[src/sitda_pkg.sv]
package sitda_pkg;

    // Sequencer step addresses
    localparam logic [1:0] STEP_IDLE  = 2'd0;
    localparam logic [1:0] STEP_CHECK = 2'd1;
    localparam logic [1:0] STEP_DIGIT = 2'd2;
    localparam logic [1:0] STEP_SIGN  = 2'd3;

    // Emit selects
    localparam logic [1:0] EM_NONE  = 2'd0;
    localparam logic [1:0] EM_SIGN  = 2'd1;
    localparam logic [1:0] EM_DIGIT = 2'd2;

    // Branch conditions
    localparam logic [1:0] CD_ALWAYS     = 2'd0;
    localparam logic [1:0] CD_IN_ACCEPT  = 2'd1;
    localparam logic [1:0] CD_NEG        = 2'd2;
    localparam logic [1:0] CD_LAST_DIGIT = 2'd3;

    // Result status codes
    localparam logic [1:0] ST_OK        = 2'd0;
    localparam logic [1:0] ST_BAD_PARAM = 2'd1;
    localparam logic [1:0] ST_NO_SPACE  = 2'd2;

    // ASCII codes
    localparam logic [6:0] CH_MINUS = 7'h2D;
    localparam logic [6:0] CH_ZERO  = 7'h30;
    localparam logic [6:0] CH_NINE  = 7'h39;

    localparam logic [3:0] LAST_POS = 4'd9;

    // One control word of the microprogram
    typedef struct packed {
        logic       load;
        logic       check;
        logic [1:0] emit;
        logic [1:0] cond;
        logic [1:0] tgt_true;
        logic [1:0] tgt_false;
    } ctl_t;

    // Datapath flags seen by the sequencer
    typedef struct packed {
        logic go;
        logic neg;
        logic err;
        logic last_digit;
    } dp_status_t;

    // Power of ten for a digit position, most significant first
    function automatic logic [31:0] pow10(input logic [3:0] pos);
        logic [31:0] r;
        case (pos)
            4'd0:    r = 32'd1000000000;
            4'd1:    r = 32'd100000000;
            4'd2:    r = 32'd10000000;
            4'd3:    r = 32'd1000000;
            4'd4:    r = 32'd100000;
            4'd5:    r = 32'd10000;
            4'd6:    r = 32'd1000;
            4'd7:    r = 32'd100;
            4'd8:    r = 32'd10;
            4'd9:    r = 32'd1;
            default: r = 32'd1;
        endcase
        return r;
    endfunction

endpackage

[src/sitda_if.sv]
interface sitda_in_if;
    logic        valid;
    logic        ready;
    logic [31:0] value;
    logic [11:0] dest_size;

    modport source (output valid, output value, output dest_size, input ready);
    modport sink (input valid, input value, input dest_size, output ready);
endinterface

interface sitda_out_if;
    logic       valid;
    logic       ready;
    logic [6:0] character;
    logic       last;
    logic [1:0] status;
    logic [3:0] length;

    modport source (output valid, output character, output last, output status,
                    output length, input ready);
    modport sink (input valid, input character, input last, input status,
                  input length, output ready);
endinterface

[src/sitda_rom.sv]
module sitda_rom (
    input  logic [1:0]     step,
    output sitda_pkg::ctl_t ctl
);
    import sitda_pkg::*;

    // Microprogram: wait, check room, optional sign, one digit per step
    always_comb
    begin
        case (step)
            STEP_IDLE:
                ctl = '{load: 1'b1, check: 1'b0, emit: EM_NONE, cond: CD_IN_ACCEPT,
                        tgt_true: STEP_CHECK, tgt_false: STEP_IDLE};
            STEP_CHECK:
                ctl = '{load: 1'b0, check: 1'b1, emit: EM_NONE, cond: CD_NEG,
                        tgt_true: STEP_SIGN, tgt_false: STEP_DIGIT};
            STEP_DIGIT:
                ctl = '{load: 1'b0, check: 1'b0, emit: EM_DIGIT, cond: CD_LAST_DIGIT,
                        tgt_true: STEP_IDLE, tgt_false: STEP_DIGIT};
            STEP_SIGN:
                ctl = '{load: 1'b0, check: 1'b0, emit: EM_SIGN, cond: CD_ALWAYS,
                        tgt_true: STEP_DIGIT, tgt_false: STEP_DIGIT};
            default:
                ctl = '{load: 1'b1, check: 1'b0, emit: EM_NONE, cond: CD_IN_ACCEPT,
                        tgt_true: STEP_CHECK, tgt_false: STEP_IDLE};
        endcase
    end

endmodule

[src/sitda_datapath.sv]
module sitda_datapath (
    input  logic                   clk,
    input  logic                   rst_n,
    input  sitda_pkg::ctl_t        ctl,
    input  logic                   in_fire,
    input  logic [31:0]            value,
    input  logic [11:0]            dest_size,
    input  logic                   out_ready,
    output sitda_pkg::dp_status_t  st,
    output logic                   out_valid,
    output logic [6:0]             character,
    output logic                   last,
    output logic [1:0]             status,
    output logic [3:0]             length
);
    import sitda_pkg::*;

    logic [31:0] mag_reg, mag_next;
    logic        neg_reg, neg_next;
    logic [11:0] size_reg, size_next;
    logic [3:0]  pos_reg, pos_next;
    logic [3:0]  cnt_reg, cnt_next;
    logic        out_valid_reg, out_valid_next;
    logic [6:0]  char_reg, char_next;
    logic        last_reg, last_next;
    logic [1:0]  status_reg, status_next;
    logic [3:0]  length_reg, length_next;

    logic [31:0] in_mag;
    logic [3:0]  start_pos;
    logic [3:0]  total;
    logic        err_bad;
    logic        err_space;
    logic        err;
    logic        emit_req;
    logic        slot_free;
    logic        go;
    logic        last_digit;
    logic [33:0] cand [10];
    logic [3:0]  digit;
    logic [33:0] sub_val;

    // Magnitude and leading-zero skip of the incoming word
    always_comb
    begin
        in_mag = value[31] ? (32'd0 - value) : value;
        start_pos = 4'd0;
        for (int i = 0; i < 9; i++)
        begin
            if (in_mag < pow10(4'(i)))
                start_pos = start_pos + 4'd1;
        end
    end

    // Room check
    always_comb
    begin
        total = {3'b000, neg_reg} + (4'd10 - pos_reg);
        err_bad = (size_reg == 12'd0);
        err_space = ({8'd0, total} >= size_reg);
        err = err_bad || err_space;
    end

    // Digit: compare against all multiples of the current power at once
    always_comb
    begin
        cand[0] = 34'd0;
        for (int d = 1; d < 10; d++)
            cand[d] = {2'b00, pow10(pos_reg)} * 34'(d);
        digit = 4'd0;
        for (int d = 1; d < 10; d++)
        begin
            if ({2'b00, mag_reg} >= cand[d])
                digit = digit + 4'd1;
        end
        sub_val = cand[digit];
    end

    // Handshake with the output register
    always_comb
    begin
        last_digit = (pos_reg == LAST_POS);
        emit_req = (ctl.emit != EM_NONE) || (ctl.check && err);
        slot_free = !out_valid_reg || out_ready;
        go = !emit_req || slot_free;
    end

    assign st = '{go: go, neg: neg_reg, err: err, last_digit: last_digit};

    // Next state of the working registers and the output register
    always_comb
    begin
        mag_next = mag_reg;
        neg_next = neg_reg;
        size_next = size_reg;
        pos_next = pos_reg;
        cnt_next = cnt_reg;
        out_valid_next = out_valid_reg && !out_ready;
        char_next = char_reg;
        last_next = last_reg;
        status_next = status_reg;
        length_next = length_reg;

        if (in_fire)
        begin
            mag_next = in_mag;
            neg_next = value[31];
            size_next = dest_size;
            pos_next = start_pos;
            cnt_next = 4'd0;
        end

        if (go)
        begin
            if (ctl.check && err)
            begin
                out_valid_next = 1'b1;
                char_next = 7'd0;
                last_next = 1'b1;
                status_next = err_bad ? ST_BAD_PARAM : ST_NO_SPACE;
                length_next = 4'd0;
            end
            else if (ctl.emit == EM_SIGN)
            begin
                out_valid_next = 1'b1;
                char_next = CH_MINUS;
                last_next = 1'b0;
                status_next = ST_OK;
                length_next = 4'd0;
                cnt_next = cnt_reg + 4'd1;
            end
            else if (ctl.emit == EM_DIGIT)
            begin
                out_valid_next = 1'b1;
                char_next = CH_ZERO + {3'b000, digit};
                last_next = last_digit;
                status_next = ST_OK;
                length_next = last_digit ? (cnt_reg + 4'd1) : 4'd0;
                cnt_next = cnt_reg + 4'd1;
                mag_next = mag_reg - sub_val[31:0];
                pos_next = pos_reg + 4'd1;
            end
        end
    end

    // Control register
    always_ff @(posedge clk or negedge rst_n)
    begin
        if (!rst_n)
            out_valid_reg <= 1'b0;
        else
            out_valid_reg <= out_valid_next;
    end

    // Payload registers
    always_ff @(posedge clk)
    begin
        mag_reg <= mag_next;
        neg_reg <= neg_next;
        size_reg <= size_next;
        pos_reg <= pos_next;
        cnt_reg <= cnt_next;
        char_reg <= char_next;
        last_reg <= last_next;
        status_reg <= status_next;
        length_reg <= length_next;
    end

    assign out_valid = out_valid_reg;
    assign character = char_reg;
    assign last = last_reg;
    assign status = status_reg;
    assign length = length_reg;

`ifndef NO_ASSERTIONS
    // An error word is a lone, empty, final word
    assert property (@(posedge clk) disable iff (!rst_n)
        out_valid_reg && status_reg != ST_OK |->
            last_reg && length_reg == 4'd0 && char_reg == 7'd0)
        else $error("error word with payload");

    // A good word is a minus sign or a decimal digit
    assert property (@(posedge clk) disable iff (!rst_n)
        out_valid_reg && status_reg == ST_OK |->
            char_reg == CH_MINUS || (char_reg >= CH_ZERO && char_reg <= CH_NINE))
        else $error("bad character");

    // Digit emits never run past the ones place
    assert property (@(posedge clk) disable iff (!rst_n)
        ctl.emit == EM_DIGIT |-> pos_reg <= LAST_POS)
        else $error("digit position overrun");

    // The remainder stays below ten times the current power
    assert property (@(posedge clk) disable iff (!rst_n)
        ctl.emit == EM_DIGIT && pos_reg != 4'd0 |->
            {2'b00, mag_reg} < ({2'b00, pow10(pos_reg)} * 34'd10))
        else $error("remainder too large for digit");
`endif

endmodule

[src/signed_int_to_decimal_ascii_top.sv]
// Flow: the input word is registered into the working registers, then the check
// step tests for room and writes an error word if there is none, then one word per cycle unless the output stalls.
// A new input word is taken only in the idle step, after the last character or
// the error word of the previous one; the sequencer emits one character per step.
// Reset: rst_n is asynchronous, active low; it returns the sequencer to idle
// and empties the output register.
module signed_int_to_decimal_ascii_top (
    input logic         clk,
    input logic         rst_n,
    sitda_in_if.sink    in_ch,
    sitda_out_if.source out_ch
);
    import sitda_pkg::*;

    logic [1:0]  step_reg, step_next;
    ctl_t        ctl;
    dp_status_t  st;
    logic        in_fire;
    logic        cond_true;

    sitda_rom u_rom (
        .step (step_reg),
        .ctl  (ctl)
    );

    assign in_ch.ready = ctl.load;
    assign in_fire = in_ch.valid && ctl.load;

    sitda_datapath u_datapath (
        .clk         (clk),
        .rst_n       (rst_n),
        .ctl         (ctl),
        .in_fire     (in_fire),
        .value       (in_ch.value),
        .dest_size   (in_ch.dest_size),
        .out_ready   (out_ch.ready),
        .st          (st),
        .out_valid   (out_ch.valid),
        .character   (out_ch.character),
        .last        (out_ch.last),
        .status      (out_ch.status),
        .length      (out_ch.length)
    );

    // Evaluate the branch condition of the current control word
    always_comb
    begin
        case (ctl.cond)
            CD_ALWAYS:     cond_true = 1'b1;
            CD_IN_ACCEPT:  cond_true = in_fire;
            CD_NEG:        cond_true = st.neg;
            CD_LAST_DIGIT: cond_true = st.last_digit;
            default:       cond_true = 1'b1;
        endcase
    end

    // Advance the step counter; hold while an emit finds the output register full and not taken
    always_comb
    begin
        step_next = step_reg;
        if (st.go)
        begin
            if (ctl.check && st.err)
                step_next = STEP_IDLE;
            else
                step_next = cond_true ? ctl.tgt_true : ctl.tgt_false;
        end
    end

    always_ff @(posedge clk or negedge rst_n)
    begin
        if (!rst_n)
            step_reg <= STEP_IDLE;
        else
            step_reg <= step_next;
    end

`ifndef NO_ASSERTIONS
    // Input is taken only in the idle step
    assert property (@(posedge clk) disable iff (!rst_n)
        in_fire |-> step_reg == STEP_IDLE)
        else $error("input taken while busy");

    // A taken input always leads to the room check
    assert property (@(posedge clk) disable iff (!rst_n)
        in_fire |=> step_reg == STEP_CHECK)
        else $error("check step skipped");

    // The sign step is reached only for negative values
    assert property (@(posedge clk) disable iff (!rst_n)
        step_reg == STEP_SIGN |-> st.neg)
        else $error("sign for non-negative value");
`endif

endmodule
[src/flat_wrapper.sv]
// flat-port wrapper written by rule: the top's interface ports become plain ports
module signed_int_to_decimal_ascii_top_flat import sitda_pkg::*;
  (clk, rst_n, in_ch_valid, in_ch_value, in_ch_dest_size, in_ch_ready, out_ch_valid, out_ch_character, out_ch_last, out_ch_status, out_ch_length, out_ch_ready);
  sitda_in_if in_ch_i ();
  sitda_out_if out_ch_i ();
  input logic clk;
  input logic rst_n;
  input wire logic [$bits(in_ch_i.valid)-1:0] in_ch_valid;
  input wire logic [$bits(in_ch_i.value)-1:0] in_ch_value;
  input wire logic [$bits(in_ch_i.dest_size)-1:0] in_ch_dest_size;
  output wire logic [$bits(in_ch_i.ready)-1:0] in_ch_ready;
  output wire logic [$bits(out_ch_i.valid)-1:0] out_ch_valid;
  output wire logic [$bits(out_ch_i.character)-1:0] out_ch_character;
  output wire logic [$bits(out_ch_i.last)-1:0] out_ch_last;
  output wire logic [$bits(out_ch_i.status)-1:0] out_ch_status;
  output wire logic [$bits(out_ch_i.length)-1:0] out_ch_length;
  input wire logic [$bits(out_ch_i.ready)-1:0] out_ch_ready;
  assign in_ch_i.valid = in_ch_valid;
  assign in_ch_i.value = in_ch_value;
  assign in_ch_i.dest_size = in_ch_dest_size;
  assign in_ch_ready = in_ch_i.ready;
  assign out_ch_valid = out_ch_i.valid;
  assign out_ch_character = out_ch_i.character;
  assign out_ch_last = out_ch_i.last;
  assign out_ch_status = out_ch_i.status;
  assign out_ch_length = out_ch_i.length;
  assign out_ch_i.ready = out_ch_ready;
  signed_int_to_decimal_ascii_top u_core (.clk(clk), .rst_n(rst_n), .in_ch(in_ch_i), .out_ch(out_ch_i));
endmodule
[config.mk]
export PLATFORM = sky130hd
export DESIGN_NAME = signed_int_to_decimal_ascii_top_flat
export DESIGN_NICKNAME = d
export VERILOG_FILES = /design/src/sitda_pkg.sv /design/src/sitda_if.sv /design/src/sitda_rom.sv /design/src/sitda_datapath.sv /design/src/signed_int_to_decimal_ascii_top.sv /design/src/flat_wrapper.sv
export SDC_FILE = /design/constraint.sdc
export NUM_CORES = 1
export LEC_CHECK = 0
export ABC_AREA = 0
export BUFFER_PORTS_ARGS = -buffer_cell sky130_fd_sc_hd__buf_2
export CAP_MARGIN = 30
export CORE_MARGIN = 2
export CORE_UTILIZATION = 60
export DETAILED_ROUTE_END_ITERATION = 16
export GPL_TIMING_DRIVEN = 0
export PLACE_DENSITY = 0.81
export SLEW_MARGIN = 20
export SYNTH_ARGS = -nofsm -noshare
export SYNTH_HDL_FRONTEND = slang
export SYNTH_HIERARCHICAL = 1
export SYNTH_MEMORY_MAX_BITS = 65536
export SYNTH_SLANG_ARGS = --single-unit
export TNS_END_PERCENT = 100
[constraint.sdc]
create_clock -name clk -period 12.8 [get_ports clk]
set_clock_uncertainty 0.05 [all_clocks]
set_input_delay 2.56 -clock clk [delete_from_list [all_inputs] [get_ports clk]]
set_output_delay 2.56 -clock clk [all_outputs]
set_load 0.005 [all_outputs]
==> results.txt <==
----------------------------------------------------
[Clock tree]
  CTS tree ... yes
  Maximum number of buffers from clock root to sink ... 2
  Max H-tree Level ... 3
  Number of clock sinks ... 92
  Clock transition time at the flip-flop clock pins of the worst setup and hold paths ... 0.08 ns
  TritonCTS buffer count ... 9
  Root buf cell ... clkbuf_16
  Clock latency on the worst-skew pair ... 0.35 ns

[Run status]
  Result of the run ... finished, final reports clean

[Timing]
  Tcrit/Tclk final ... 98.0%
  Final Hold Violating Endpoints ... 0
  Final Max Tran Viols ... 0
  Final critical delay including setup and external delays ... 12.55 ns
  Worst slew margin relative to its limit ... 34.9%
  Maximum clock frequency ... 79.7 MHz
  Worst slew pin tran ... 0.969 ns
  Count of endpoints failing setup in the final report ... 0
  Hold Worst Slack ... 0.466 ns

[Route]
  DRT iter0 DRCs ... 2652
  Metal2 WL ... 36300 um
  Ratio of routed vias to standard cells ... 6.92
  DRC Markers ... 0
  Amount of wire on met3 after detailed routing ... 8300 um
  Average routed wire per standard cell ... 24.7 um
  DRT Pass-1 Iters ... 6
  Total routed wire length on the met1 layer ... 33200 um
  Detailed Route WL ... 83300 um
  DRT antenna net count ... 0
  DR top layer ... met4
  Number of vias after detailed routing ... 23300

[Finish]
  Antenna diode count ... 0
  Share of cells above drive strength 1 ... 13.5%
  Final instance count without filler cells ... 3372
  Number of flip-flops under the largest register name ... 32
  Area growth from synthesis to layout ... 12.4%
  Net total in the final layout ... 3444

[Floorplan]
  Core Rows ... 69
  Die width ... 194 um
  Effective utilization at floorplan ... 61.1%
  Boundary pin count ... 64
  Total die area ... 37700 um^2
  Overall die height ... 194 um
  Core area ... 35600 um^2

[Min path]
  Hold Path Class ... reg -> reg
  Destination of the worst hold path ... u_core/u_datapath/cnt_reg[1]
  Worst Hold Launch ... u_core/u_datapath/cnt_reg[1]
  Worst hold path depth ... 2

[Run]
  Number of violations of the max-capacitance limit ... 0

[Critical path]
  Arr. time, crit path ... 12.78 ns
  Launching point of the worst reg2reg path ... u_core/u_datapath/cand[173]
  CP Buf/Inv Count ... 3
  Critical register-to-register path endpoint ... u_core/u_datapath/mag_reg[31]
  WP data required ... 13.03 ns
  Crit path max-delay cell type ... or4_4
  Worst Path Class, Setup ... reg -> reg
  Worst-case reg-to-reg path depth ... 60
  Depth of the critical timing path with buffers and inverters included ... 60
  Worst-path maximum fanout ... 10
  Worst reg2reg setup slack ... 0.25 ns
  Launching element type of the critical path ... flip-flop
  Stage delay of the slowest cell on the critical path ... 0.55 ns
  Kind of end point of the critical path ... flip-flop
  Gate family responsible for the most delay along the worst path ... compound AO/OA/AOI/OAI gates

[Yosys]
  Number of enable-type register cells in the synthesized netlist ... 26
  Post-synthesis sequential element count ... 92
  Leading register cell type out of synthesis ... dfxtp_1
  Post-Syn Area per Cell ... 7.90 um^2
  Gate count of the mapped netlist ... 2750
  Summed instance area of the synthesized netlist ... 21700 um^2
  Share of flip-flops with an asynchronous set or reset ... 3.26%
  Synth warnings ... 6
  Post-synth cell types ... 114
  Net count of the mapped netlist ... 3288
  Part of the Yosys area used for sequential elements ... 9.75%

[GRT]
  Number of global-route vias before repair ... 22400
  Grt ovf ... 0
  Global-route wire length before repair ... 126000 um
  Maximum number of pins on one net before global-route repair ... 20
  Initial antenna violation count ... 0
  Overall Global Routing Usage ... 42.3%

[Placed design]
  Final weighted congestion in routability-driven placement ... 1.04
  Total placed cells including tap cells ... 3271
  DP Wirelength ... 65500 um
  Number of buffers added on ports ... 57

----------------------------------------------------
Yosys cell counts (7+ instances only):
cell type	n	area (um^2)
nand2_1	247	927
fa_1	28	561
inv_1	128	480
nand2b_1	43	269
nor4_1	20	125
and3_1	23	144
nor2b_1	50	313
o21ai_0	211	1060
nand3_1	53	265
o21bai_1	15	113
o21a_1	32	240
edfxtp_1	26	781
o31a_1	10	87.6
or3_1	14	87.6
clkbuf_1	63	236
nor2_1	137	514
xnor2_1	117	1020
a211o_1	9	78.8
nor3_1	51	255
mux2i_1	15	150
ha_1	462	5780
and4_1	13	114
a21boi_0	8	60.1
and2_1	11	68.8
buf_1	7	26.3
a2111oi_0	13	114
nand4_1	50	313
buf_4	7	52.6
a22oi_1	7	52.6
o211ai_1	62	465
or2_2	15	93.8
a21oi_1	205	1030
buf_2	20	100
a211oi_1	65	488
a21o_1	115	863
xor2_1	76	666
a31oi_1	45	282
nor3b_1	8	60.1
a41oi_1	7	61.3
o31ai_1	24	180
o2111ai_1	10	87.6
a221oi_1	7	61.3
dfxtp_1	63	1260
what timing repair did:
item,4_1_cts,5_1_grt
hold buffers,0,0
gates resized for setup,147,95
buffers inserted,50,32
cloned,0,2
pin swaps,34,43
setup endpoints to repair,28,12
layout make-up:
| type | count | area [um^2] |
|---|---|---|
| fillers | 2891 | 11200 |
| flip-flops and latches | 92 | 2180 |
| inverters | 132 | 503 |
| multi-input cells | 2429 | 19300 |
| clock inverters | 7 | 65.1 |
| clock buffers | 9 | 225 |
| plain buffers | 95 | 588 |
| repair buffers | 147 | 1010 |
| well taps | 461 | 577 |
placed cells by master (no fill, tap or decap), types with 27 or more instances in the layout:
cell / Yosys / layout
buf_4: 7 / 88
nand2b_1: 43 / 42
nor3_1: 51 / 50
inv_1: 128 / 123
buf_2: 20 / 75
ha_1: 462 / 456
o211ai_1: 62 / 62
xor2_1: 76 / 72
a31oi_1: 45 / 43
nand3_1: 53 / 52
nor2b_1: 50 / 48
nand2_1: 247 / 243
a21oi_1: 205 / 186
dfxtp_1: 63 / 42
a211oi_1: 65 / 61
nand4_1: 50 / 50
o21ai_0: 211 / 199
nor2_1: 137 / 132
xnor2_1: 117 / 110
a21o_1: 115 / 115
fa_1: 28 / 27
o21a_1: 32 / 32
clkbuf_1: 63 / 40
per-stage QoR:
| step | cell area [um^2] | util [%] | setup TNS [ns] | setup slack, ns |
|---|---|---|---|---|
| finish | 24400 | 68.6 | 0 | 0.250 |
| global route | 24400 | 68.6 | -0.120 | -0.0635 |
| CTS | 23800 | 66.9 | -0.0138 | -0.0138 |
| detailed placement | 22600 | 63.6 | -40.87 | -3.17 |
| global placement | 22600 | 63.5 | -39.33 | -3.17 |
| floorplan | 21700 | - | 0 | 0.707 |
worst max path at each step:
stage	endpoint	startpoint	slack (ns)
floorplan	u_core/u_datapath/mag_reg[31]	u_core/u_datapath/cand[173]	0.71
global placement	u_core/u_datapath/mag_reg[31]	u_core/u_datapath/cand[200]	-3.17
detailed placement	u_core/u_datapath/mag_reg[31]	u_core/u_datapath/cand[198]	-3.17
CTS	u_core/u_datapath/mag_reg[31]	u_core/u_datapath/cand[173]	-0.01
global route	u_core/u_datapath/mag_reg[31]	u_core/u_datapath/cand[173]	-0.06
finish	u_core/u_datapath/mag_reg[31]	u_core/u_datapath/cand[173]	0.25
routing by layer:
layer	vias to the layer above	GRT usage, %
met1	11000	53.8
met2	1304	66.3
met5	-	0
met3	374	9.22
li1	10700	-
met4	0	24.0
worst register-to-register path, delay by kind of cell (launching register included):
| kind | cells | cell delay, ns |
|---|---|---|
| simple gates | 15 | 2.81 |
| compound gates | 28 | 5.24 |
| flops | 1 | 0.39 |
| buf+inv | 3 | 0.49 |
| mux | 1 | 0.30 |
| fa+ha+maj | 10 | 2.77 |
| xor+xnor | 3 | 0.42 |
kinds of logic (layout without fill, tap and decap cells):
group / after synthesis / in the layout / synth area share [%]
AOI/OAI and AO/OA: 929 / 929 / 28.3
xor gates and xnor gates: 202 / 203 / 8.76
adders and majority gates: 491 / 491 / 29.2
buffers and inverters: 230 / 390 / 4.25
DFF: 92 / 92 / 9.75
muxes: 22 / 22 / 1.07
other: 2 / 2 / 0.0346
and+or+nand+nor: 782 / 782 / 18.6
Power is left out: the tool's default activity adds up to more than one toggle a clock period on the data nets, which glitch-free logic cannot reach.
